`src/rrtst_ram.sv`:
```
module rrtst_ram #(
    parameter int WIDTH = 32,
    parameter int DEPTH = 16
) (
    input  logic                     clk,
    input  logic                     we,
    input  logic [$clog2(DEPTH)-1:0] waddr,
    input  logic [WIDTH-1:0]         wdata,
    input  logic                     re,
    input  logic [$clog2(DEPTH)-1:0] raddr,
    output logic [WIDTH-1:0]         rdata
);

    logic [WIDTH-1:0] mem [DEPTH];
    logic [WIDTH-1:0] rdata_reg;

    always_ff @(posedge clk)
    begin
        if (we)
        begin
            mem[waddr] <= wdata;
        end
        if (re)
        begin
            rdata_reg <= mem[raddr];
        end
    end

    assign rdata = rdata_reg;

endmodule

```
`config.mk`:
```
export PLATFORM = sky130hd
export DESIGN_NAME = rrtst_ram
export DESIGN_NICKNAME = d
export VERILOG_FILES = /design/src/rrtst_ram.sv
export SDC_FILE = /design/constraint.sdc
export NUM_CORES = 1
export LEC_CHECK = 0
export BUFFER_PORTS_ARGS = -buffer_cell sky130_fd_sc_hd__buf_2
export CAP_MARGIN = 20
export CORE_MARGIN = 5
export CORE_UTILIZATION = 25
export CTS_CLUSTER_DIAMETER = 200
export CTS_CLUSTER_SIZE = 8
export DETAILED_ROUTE_END_ITERATION = 6
export HOLD_SLACK_MARGIN = 0.06
export PLACE_DENSITY_LB_ADDON = 0.1
export SLEW_MARGIN = 20
export SYNTH_ARGS = -nofsm -noshare
export SYNTH_HDL_FRONTEND = slang
export SYNTH_SLANG_ARGS = --single-unit
```
`constraint.sdc`:
```
create_clock -name clk -period 9.85 [get_ports clk]
set_clock_uncertainty 0.1 [all_clocks]
set_input_delay 0.4925 -clock clk [delete_from_list [all_inputs] [get_ports clk]]
set_output_delay 0.4925 -clock clk [all_outputs]
set_load 0.01 [all_outputs]
```
==> impl_metrics.yaml, run 1 <==
synthesis:
  synth_top_family_by_area: "multiplexers"
  synth-compound-area-share: 0.02382
  share_of_cell_area_taken_by_muxes_after_synthesis: 0.1429
  synth-xor-area-share: 0
  synth-edff-count: 544
  synth_simple_gate_area_frac: 0.01253
  portion_of_the_post_synthesis_area_used_by_sequential_elements: 0.8097
  ys.warnings.count: 0
  synthesis.area_mm2: 0.02017
  synth.area.top_cells: "sky130_fd_sc_hd__edfxtp_1 (81%), sky130_fd_sc_hd__mux4_2 (14%), sky130_fd_sc_hd__a22oi_1 (2.4%), sky130_fd_sc_hd__nand2_1 (0.61%), sky130_fd_sc_hd__buf_4 (0.41%)"
  postSynthNetCount: 881
  post_synth.cell_area_avg_um2: 24.07
  synth_async_sr_flop_share: 0
  post_synth_inst_count: 838
  synth.top_cells.by_count: "sky130_fd_sc_hd__edfxtp_1 (544), sky130_fd_sc_hd__mux4_2 (128), sky130_fd_sc_hd__a22oi_1 (64)"
  yosysTopAreaCell: "sky130_fd_sc_hd__edfxtp_1"
  synthDistinctLibCells: 17
  ys_ff_latch: 544
  yosys.cell_count.top_type: "sky130_fd_sc_hd__edfxtp_1"
  post-synth-top-area-fraction: 0.8097
  ys.flop_type: "sky130_fd_sc_hd__edfxtp_1"
  synth-adder-area-share: 0
die:
  initial_utilization: 0.2513
  dieWidth_um: 294.1
  full_die_area_mm2: 0.08648
  num_rows: 104
  chipHeight_um: 294.1
  floorplan.io_pins: 75
  coreArea_mm2: 0.08029
routing:
  dr_wl_met3_mm: 2.170
  drcViolationCount: 0
  dr.first_iter.drc_count: 511
  detail_route.vias_per_cell: 4.482
  detail_route.wirelength_mm: 53.35
  routedLengthMet1_mm: 25.91
  route.top_layer_used: "met5"
  detailroute.wirelength.met2_mm: 24.22
  num_vias: 9139
  postRouteAntennaNets: 0
  dr.pass1.iters: 4
  drt-wirelength-per-cell_um: 26.16
global_route:
  grt_pass1_vias: 10180
  globalRouteOverflowTotal: 0
  grt_max_degree: 92
  first_pass_grt_wire_length_mm: 76.05
  antenna_violations_before_repair: 5
  track_usage: 0.1236
critical_path:
  critical_path_arrival_ps: 2800
  critical_path_class: "in2reg"
  worstPathCellList: "buf_6, buf_4, mux4_2, a22oi_1, nand2_1"
  startpoint_type: "primary input"
  crit_path_top_delay_cell: "sky130_fd_sc_hd__buf_4"
  cp.required_ps: 10070
  crit_path_capture_type: "register"
  crit_path_max_delay_family: "buffers and inverters"
  worst-path-max-fanout: 81
  cpPeakStageDelay_ps: 800
  cp.buffers_inverters: 2
clock_network:
  post-cts-setup-buffer-count: 0
  cts_tree: "built"
  cts-root-buf: "sky130_fd_sc_hd__clkbuf_16"
  cts_htree_levels: 3
  cts_made_buffers: 77
  worst_skew_pair.late_latency_ps: 590
  cts_resized: 0
  cts_hold_buffers: 0
  tritoncts_num_sinks: 544
  path_clk_slew_ps: 50
  max-clock-path-buffers: 3
power:
  swShare: 0.2061
  power.net_switching_mw: 1.070
  power_report.internal_total_mw: 4.122
  comb_power_share: 0.045
  power.sequential.fraction: 0.506
  cellLeakagePower_nw: 7.508
  clockPowerShare: 0.448
  max-vdd-ir-drop_mv: 0.1069
  powerDensity_mw_per_mm2: 216.0
cells_and_area:
  syn2layout_area_growth_pct: 19.14
  final_cells: 2039
  layout-drive-gt1-share: 0.3381
  fin_nets: 1014
  largest_register_ff_count: 512
  final.fill_count: 7700
place:
  hpwlAfterDp_mm: 24.17
  gpl.final_weighted_congestion: 0.6442
  port-buffer-count: 74
  numPlacedInstances: 1952
timing:
  worstMarginPinSlew_ps: 1001
  rsz0062_at_grt: "false"
  min_period_over_period: 0.2613
  finalSetupViolCount: 0
  report.final.hold_viol_count: 0
  setup-tns-final_ps: 0
  timing.fmax_ghz: 0.3885
  max-slew-margin-rel: 0.3327
  final_max_slew_viol_count: 0
  min_period_ps: 2574
run:
  cap_viol_max_count: 0
worst_hold_path:
  min_path_type: "in2reg"
status:
  status: "finished clean"
==> path summary, 6_finish.rpt <==
check	from	endpoint	cells after the start	slack [ps]
max	raddr[1]	rdata[28]	5	7280
min	wdata[14]	mem[10][14]	1	170
max reg2reg	mem[3][16]	rdata[16]	3	8250
min reg2reg	mem[14][13]	rdata[13]	3	640
==> routing by layer <==
layer / up-vias / track usage
met5: - / 0
met4: 2 / 0.03160
met3: 90 / 0.02762
met2: 191 / 0.1883
met1: 5013 / 0.1802
li1: 3843 / -
==> worst reg2reg max path, cell delays in order, from the launching register on <==
cell                       delay (ps)
sky130_fd_sc_hd__edfxtp_1         360
sky130_fd_sc_hd__mux4_2           470
sky130_fd_sc_hd__a22oi_1          270
sky130_fd_sc_hd__nand2_1          130
==> layout make-up <==
class                           count  area [um2]  share of cell area
Clock buffer                       80        2002             0.08329
Timing Repair Buffer               97       571.8             0.02379
Sequential cell                   544       16340              0.6796
Clock inverter                      4       42.54            0.001770
Tap cell                         1060        1326             0.05518
Antenna cell                        3       7.507           0.0003123
Multi-Input combinational cell    251        3750              0.1560
==> power by group through the flow <==
stage               combinational [mW]  clock, mW  sequential (mW)
floorplan                        0.125          0             2.67
global placement                 0.243          0             2.67
detailed placement               0.245          0             2.67
CTS                              0.245       2.41             2.63
global route                     0.256       2.52             2.63
finish                           0.234       2.33             2.63
==> cells by family (layout without fill, tap and decap cells) <==
kind of cell | Yosys count | count (layout)
AO/OA/AOI/OAI | 64 | 64
buffers and inverters | 43 | 181
flip-flops | 544 | 544
AND/OR/NAND/NOR | 59 | 59
other | 0 | 3
multiplexers | 128 | 128
==> stage by stage <==
stage	util	power, mW	hold slack (ps)	worst slack, ps	instance area, um2
floorplan	-	2.798	491.4	6078	20170
detailed placement	0.2738	2.919	630.0	6593	21980
global route	0.2993	5.404	142.6	7164	24030
finish	0.2994	5.193	173.9	7276	24040
global placement	0.2738	2.918	627.3	6583	21980
CTS	0.2993	5.287	132.0	7230	24030
==> cell usage in the layout, fill, tap and decap left out <==
| master | synthesis | final |
|---|---|---|
| sky130_fd_sc_hd__inv_6 | 0 | 3 |
| sky130_fd_sc_hd__nand2b_1 | 2 | 2 |
| sky130_fd_sc_hd__a22oi_1 | 64 | 64 |
| sky130_fd_sc_hd__edfxtp_1 | 544 | 544 |
| sky130_fd_sc_hd__nor2_4 | 0 | 13 |
| sky130_fd_sc_hd__clkbuf_16 | 0 | 80 |
| sky130_fd_sc_hd__diode_2 | 0 | 3 |
| sky130_fd_sc_hd__nor3_2 | 0 | 4 |
| sky130_fd_sc_hd__and2_2 | 0 | 1 |
| sky130_fd_sc_hd__mux4_2 | 128 | 128 |
| sky130_fd_sc_hd__nand2_1 | 33 | 33 |
| sky130_fd_sc_hd__or3b_2 | 1 | 1 |
| sky130_fd_sc_hd__nand3b_1 | 2 | 2 |
| sky130_fd_sc_hd__buf_12 | 0 | 1 |
| sky130_fd_sc_hd__nor2b_4 | 0 | 2 |
| sky130_fd_sc_hd__buf_2 | 4 | 72 |
| sky130_fd_sc_hd__buf_6 | 2 | 1 |
| sky130_fd_sc_hd__clkinv_8 | 0 | 1 |
| sky130_fd_sc_hd__buf_4 | 11 | 22 |
| sky130_fd_sc_hd__buf_8 | 0 | 1 |
| sky130_fd_sc_hd__nand3_1 | 1 | 1 |
Power figures use the tool's default switching activity.
==> run 2, diff against run 1 <==
==> constraint.sdc (replaced) <==
create_clock -name clk -period 2.5 [get_ports clk]
set_clock_uncertainty 0.1 [all_clocks]
set_input_delay 0.125 -clock clk [delete_from_list [all_inputs] [get_ports clk]]
set_output_delay 0.125 -clock clk [all_outputs]
set_load 0.01 [all_outputs]
==> run 2 against run 1 <==
  * Core utilization increased by 0.93 points
  * Combinational power rose to 4.4 times the previous value
  * Sequential share of layout area fell by 2.0 points
  * Power increased to 4.0 times the previous value
  * Clock power rose to 4.0 times the previous value
  * Critical path depth decreased by 2
  * Cell count is 2.5% higher
  * Wire length is 2.6% higher
  * Global-route usage increased by 0.36 points
  * Via count rose by 2.1%
  * Worst setup slack got worse by 6400 ps
  * Largest cell class unchanged
==> impl_metrics.yaml, run 2 (synthesis results as in run 1) <==
critical_path:
  startpoint_type: "register"
  cp.required_ps: 2720
  critical_path_class: "reg2reg"
  critical_path_arrival_ps: 1840
  crit_path_capture_type: "register"
  worst-path-max-fanout: 1
routing:
  num_vias: 9330
  drcViolationCount: 0
  detail_route.wirelength_mm: 54.72
  dr.pass1.iters: 4
  dr.first_iter.drc_count: 778
  postRouteAntennaNets: 0
  detail_route.vias_per_cell: 4.466
  drt-wirelength-per-cell_um: 26.19
power:
  swShare: 0.2080
  max-vdd-ir-drop_mv: 0.4272
  clockPowerShare: 0.447
  cellLeakagePower_nw: 7.818
  comb_power_share: 0.050
  powerDensity_mw_per_mm2: 831.3
  power.net_switching_mw: 4.284
  power_mw: 20.60
  power_report.internal_total_mw: 16.31
  power.sequential.fraction: 0.503
cells_and_area:
  final_cell_area_mm2: 0.02478
  fin_nets: 1066
  syn2layout_area_growth_pct: 22.82
  layout-drive-gt1-share: 0.3395
  final.fill_count: 7673
  layout_commonest_cell: "sky130_fd_sc_hd__edfxtp_1"
  finish.utilization: 0.3086
  final_cells: 2089
  most-common-layout-cells: "sky130_fd_sc_hd__edfxtp_1 (544), sky130_fd_sc_hd__mux4_2 (128), sky130_fd_sc_hd__clkbuf_16 (80), sky130_fd_sc_hd__buf_2 (72), sky130_fd_sc_hd__a22oi_1 (64)"
  largest_register_ff_count: 512
clock_network:
  cts_htree_levels: 3
  cts_tree: "built"
  cts_made_buffers: 77
  max-clock-path-buffers: 3
  post-cts-setup-buffer-count: 0
  tritoncts_num_sinks: 544
  cts_hold_buffers: 33
  worst_skew_pair.late_latency_ps: 590
  path_clk_slew_ps: 50
  cts_resized: 0
  cts-root-buf: "sky130_fd_sc_hd__clkbuf_16"
die:
  num_rows: 104
  initial_utilization: 0.2513
  coreArea_mm2: 0.08029
  floorplan.io_pins: 75
  chipHeight_um: 294.1
  full_die_area_mm2: 0.08648
  dieWidth_um: 294.1
global_route:
  globalRouteOverflowTotal: 0
  first_pass_grt_wire_length_mm: 78.03
  grt_max_degree: 33
  antenna_violations_before_repair: 2
  track_usage: 0.1272
  grt_pass1_vias: 10320
place:
  port-buffer-count: 74
  hpwlAfterDp_mm: 26.91
  place_area_mm2: 0.02240
  pre_cts_ws_ps: 493.3
  gpl.final_weighted_congestion: 0.6541
  numPlacedInstances: 1971
timing:
  finalSetupViolCount: 0
  min_period_ps: 1614
  min_period_over_period: 0.6455
  worstMarginPinSlew_ps: 757.5
  timing.fmax_ghz: 0.6197
  rsz0062_at_grt: "false"
  max-slew-margin-rel: 0.4950
  final_max_slew_viol_count: 0
  final_critical_path_setup_slack_ps: 886.4
  report.final.hold_viol_count: 0
run:
  cap_viol_max_count: 0
status:
  status: "finished clean"
worst_hold_path:
  min_path_type: "in2reg"
==> run 2: cell count changes in the layout (fill, tap and decap cells not counted), sizes merged <==
cell / before / now
buf: 97 / 116
dlygate4sd3: 0 / 33
diode: 3 / 1
==> run 2: critical path: stages (launching register included) <==
cell and delay (ps):
sky130_fd_sc_hd__edfxtp_1 360, sky130_fd_sc_hd__mux4_2 450, sky130_fd_sc_hd__a22oi_1 310, sky130_fd_sc_hd__nand2_1 130
==> run 2: final cells by class <==
| type | count | area (um2) | area share |
|---|---|---|---|
| diodes | 1 | 2.502 | 0.0001010 |
| clock buffers | 80 | 2002 | 0.08079 |
| clock inverters | 4 | 42.54 | 0.001717 |
| multi-input cells | 251 | 3775 | 0.1523 |
| flip-flops and latches | 544 | 16340 | 0.6593 |
| well taps | 1060 | 1326 | 0.05352 |
| repair buffers | 149 | 1295 | 0.05226 |
==> run 2: worst paths after layout <==
| path | endpoint | slack [ps] | cells after the start | startpoint |
|---|---|---|---|---|
| worst max-delay path | rdata[9] | 890 | 3 | mem[1][9] |
| worst min-delay path | rdata[5] | 140 | 4 | raddr[1] |
| worst max register to register | rdata[9] | 890 | 3 | mem[1][9] |
| worst min register to register | rdata[5] | 640 | 3 | mem[14][5] |
==> run 2: per-stage QoR <==
| stage | hold slack, ps | setup TNS, ps |
|---|---|---|
| detailed placement | 416.4 | 0 |
| floorplan | 123.9 | -3171 |
| CTS | 105.1 | 0 |
| global route | 152.2 | 0 |
| finish | 142.5 | 0 |
| global placement | 418.7 | 0 |
==> run 2: metal layers <==
layer  wire [um]  GRT usage  share of wire  vias to the layer above
li1            -          -              -                     3946
met1       26390     0.1862           0.48                     5101
met2       25270     0.1955           0.46                      197
met3        1999    0.02634          0.037                       86
met4        1063    0.03079          0.019                        0
met5           0          0              0                        -
==> run 2: power groups by stage <==
stage	combinational [mW]	sequential, mW	clock [mW]
floorplan	0.491	10.5	0
global placement	1.01	10.5	0
detailed placement	1.01	10.5	0
CTS	1.06	10.4	9.56
global route	1.12	10.4	9.98
finish	1.02	10.4	9.22
==> run 3, diff against run 2 <==
--- a/config.mk
+++ b/config.mk
@@ -5,6 +5,7 @@
 export SDC_FILE = /design/constraint.sdc
 export NUM_CORES = 1
 export LEC_CHECK = 0
+export ABC_AREA = 1
 export BUFFER_PORTS_ARGS = -buffer_cell sky130_fd_sc_hd__buf_2
 export CAP_MARGIN = 20
 export CORE_MARGIN = 5
==> constraint.sdc (replaced) <==
create_clock -name clk -period 1.7 [get_ports clk]
set_clock_uncertainty 0.1 [all_clocks]
set_input_delay 0.085 -clock clk [delete_from_list [all_inputs] [get_ports clk]]
set_output_delay 0.085 -clock clk [all_outputs]
set_load 0.01 [all_outputs]
==> run 3 against run 2 <==
  * Sequential share of layout area is 7.8 points lower
  * Via count is 58% higher
  * Sequential power up 46%
==> impl_metrics.yaml, run 3 <==
status:
  status: "finished clean"
critical_path:
  worst-path-max-fanout: 1
  cp.buffers_inverters: 1
  startpoint_type: "register"
  crit_path_top_delay_cell: "sky130_fd_sc_hd__edfxtp_1"
  crit_path_capture_type: "primary output"
  worstSetupPathDepth: 1
  critical_path_class: "reg2out"
  critical_path_arrival_ps: 1300
  cpPeakStageDelay_ps: 500
  timing.reg2reg.worst_path_depth: 6
  cp.required_ps: 1510
  crit_path_max_delay_family: "flip-flops"
  worstPathCellList: "buf_2"
synthesis:
  synthesis.area_mm2: 0.02305
  post_synth_inst_count: 2120
  post-synth-top-area-fraction: 0.7087
  synthDistinctLibCells: 14
  portion_of_the_post_synthesis_area_used_by_sequential_elements: 0.7087
  ys.flop_type: "sky130_fd_sc_hd__edfxtp_1"
  ys.warnings.count: 0
  synth.top_cells.by_count: "sky130_fd_sc_hd__nand2_1 (677), sky130_fd_sc_hd__edfxtp_1 (544), sky130_fd_sc_hd__inv_1 (388)"
  synth.area.top_cells: "sky130_fd_sc_hd__edfxtp_1 (71%), sky130_fd_sc_hd__nand2_1 (11%), sky130_fd_sc_hd__nand3_1 (8.4%), sky130_fd_sc_hd__inv_1 (6.3%), sky130_fd_sc_hd__buf_6 (1.4%)"
  synth_async_sr_flop_share: 0
  synth-xor-area-share: 0
  post_synth.cell_area_avg_um2: 10.87
  ys_ff_latch: 544
  synth_top_family_by_area: "simple AND/OR/NAND/NOR gates"
  share_of_cell_area_taken_by_muxes_after_synthesis: 0
  yosys.cell_count.top_type: "sky130_fd_sc_hd__nand2_1"
  synth_simple_gate_area_frac: 0.1973
  postSynthNetCount: 2163
  synth-edff-count: 544
  synth-adder-area-share: 0
  yosysTopAreaCell: "sky130_fd_sc_hd__edfxtp_1"
  synth-compound-area-share: 0
die:
  num_rows: 111
  coreArea_mm2: 0.09152
  full_die_area_mm2: 0.09838
  chipHeight_um: 313.7
  floorplan.io_pins: 75
  initial_utilization: 0.2519
  dieWidth_um: 313.7
cells_and_area:
  fin_nets: 2332
  syn2layout_area_growth_pct: 21.90
  most-common-layout-cells: "sky130_fd_sc_hd__nand2_1 (677), sky130_fd_sc_hd__edfxtp_1 (544), sky130_fd_sc_hd__inv_1 (386), sky130_fd_sc_hd__nand3_1 (385), sky130_fd_sc_hd__clkbuf_16 (81)"
  layout-drive-gt1-share: 0.1138
  finish.utilization: 0.3070
  final_cell_area_mm2: 0.02810
  largest_register_ff_count: 512
  layout_commonest_cell: "sky130_fd_sc_hd__nand2_1"
timing:
  report.final.hold_viol_count: 0
  min_period_ps: 1489
  final_max_slew_viol_count: 0
  finalSetupViolCount: 0
  rsz0062_at_grt: "false"
  max-slew-margin-rel: 0.7120
  timing.fmax_ghz: 0.6717
  worstMarginPinSlew_ps: 432.0
  worst_hold_slack_ps: 118.7
  min_period_over_period: 0.8757
power:
  cellLeakagePower_nw: 11.60
  powerDensity_mw_per_mm2: 1103
  max-vdd-ir-drop_mv: 0.5637
worst_hold_path:
  hold_depth: 4
  min_path_type: "in2reg"
clock_network:
  cts_tree: "built"
  cts_made_buffers: 77
  cts-root-buf: "sky130_fd_sc_hd__clkbuf_16"
  path_clk_slew_ps: 60
  tritoncts_num_sinks: 544
  worst_skew_pair.late_latency_ps: 610
  cts_htree_levels: 3
  max-clock-path-buffers: 3
routing:
  detail_route.vias_per_cell: 4.245
  detail_route.wirelength_mm: 69.22
  dr.first_iter.drc_count: 808
  drt-wirelength-per-cell_um: 19.88
  dr.pass1.iters: 4
  drcViolationCount: 0
  postRouteAntennaNets: 0
  num_vias: 14780
run:
  cap_viol_max_count: 0
global_route:
  grt_max_degree: 56
  grt_pass1_vias: 14930
  antenna_violations_before_repair: 5
  first_pass_grt_wire_length_mm: 102.5
  track_usage: 0.1401
  globalRouteOverflowTotal: 0
place:
  hpwlAfterDp_mm: 36.77
  port-buffer-count: 74
  place_area_mm2: 0.02561
  gpl.final_weighted_congestion: 0.7156
run 3: changes by cell type in the layout (fill, tap and decap cells not counted), sizes merged, moves of 5 or more:
cell,change
buf,+39
nand3,+384
nand2,+644
mux4,-128
dlygate4sd3,+5
a22oi,-64
inv,+390
run 3: power by group:
| group | internal [mW] | total [mW] | switching [mW] | leakage [nW] |
|---|---|---|---|---|
| combinational | 0.687 | 2.07 | 1.38 | 5.66 |
| sequential | 15.1 | 15.2 | 0.0886 | 4.94 |
| clock | 8.22 | 13.7 | 5.46 | 1.01 |
| total | 24.1 | 31.0 | 6.93 | 11.6 |
run 3: cell type report:
class                   instances  area (um2)
clock inverters                 4       42.54
inverters                     390        1479
flip-flops and latches        544       16340
clock buffers                  80        2002
well taps                    1186        1484
diodes                          2       5.005
multi-input cells            1081        4667
fillers                      9229       63420
repair buffers                195        2085
run 3: repair_timing:
| item | 4_1_cts | 5_1_grt |
|---|---|---|
| setup endpoints to repair | 0 | 1 |
| endpoints found under the hold margin | 569 | 0 |
| gates resized for setup | 0 | 3 |
| hold buffers | 39 | 0 |
| setup buffers | 0 | 3 |
run 3: metrics by stage:
step	instances	setup slack (ps)	TNS, ps	total power, mW
after floorplan	2120	-477.7	-152750	16.52
after global placement	3354	144.8	0	17.52
after detailed placement	3354	122.7	0	17.52
after CTS	3477	18.37	0	31.63
after global routing	3480	148.9	0	32.32
final	3482	211.3	0	30.98
run 3: worst paths after layout:
path	startpoint	slack (ps)	end
setup / recovery	rdata[11]	210	rdata[11]
hold / removal	waddr[3]	120	mem[7][13]
setup reg to reg	mem[13][10]	420	rdata[10]
hold reg to reg	mem[2][5]	630	rdata[5]
run 3: cells by family (layout without fill, tap and decap cells):
kind of cell / count (synthesis) / in the layout
simple gates: 1081 / 1081
buf+inv: 495 / 669
other cells: 0 / 2
flops: 544 / 544
run 3: metal layers:
| layer | GRT usage | vias to the layer above | share of wire |
|---|---|---|---|
| li1 | - | 7182 | - |
| met3 | 0.02334 | 94 | 0.038 |
| met4 | 0.04056 | 4 | 0.020 |
| met1 | 0.1952 | 7234 | 0.48 |
| met2 | 0.2263 | 267 | 0.46 |
| met5 | 0 | - | 0.00039 |
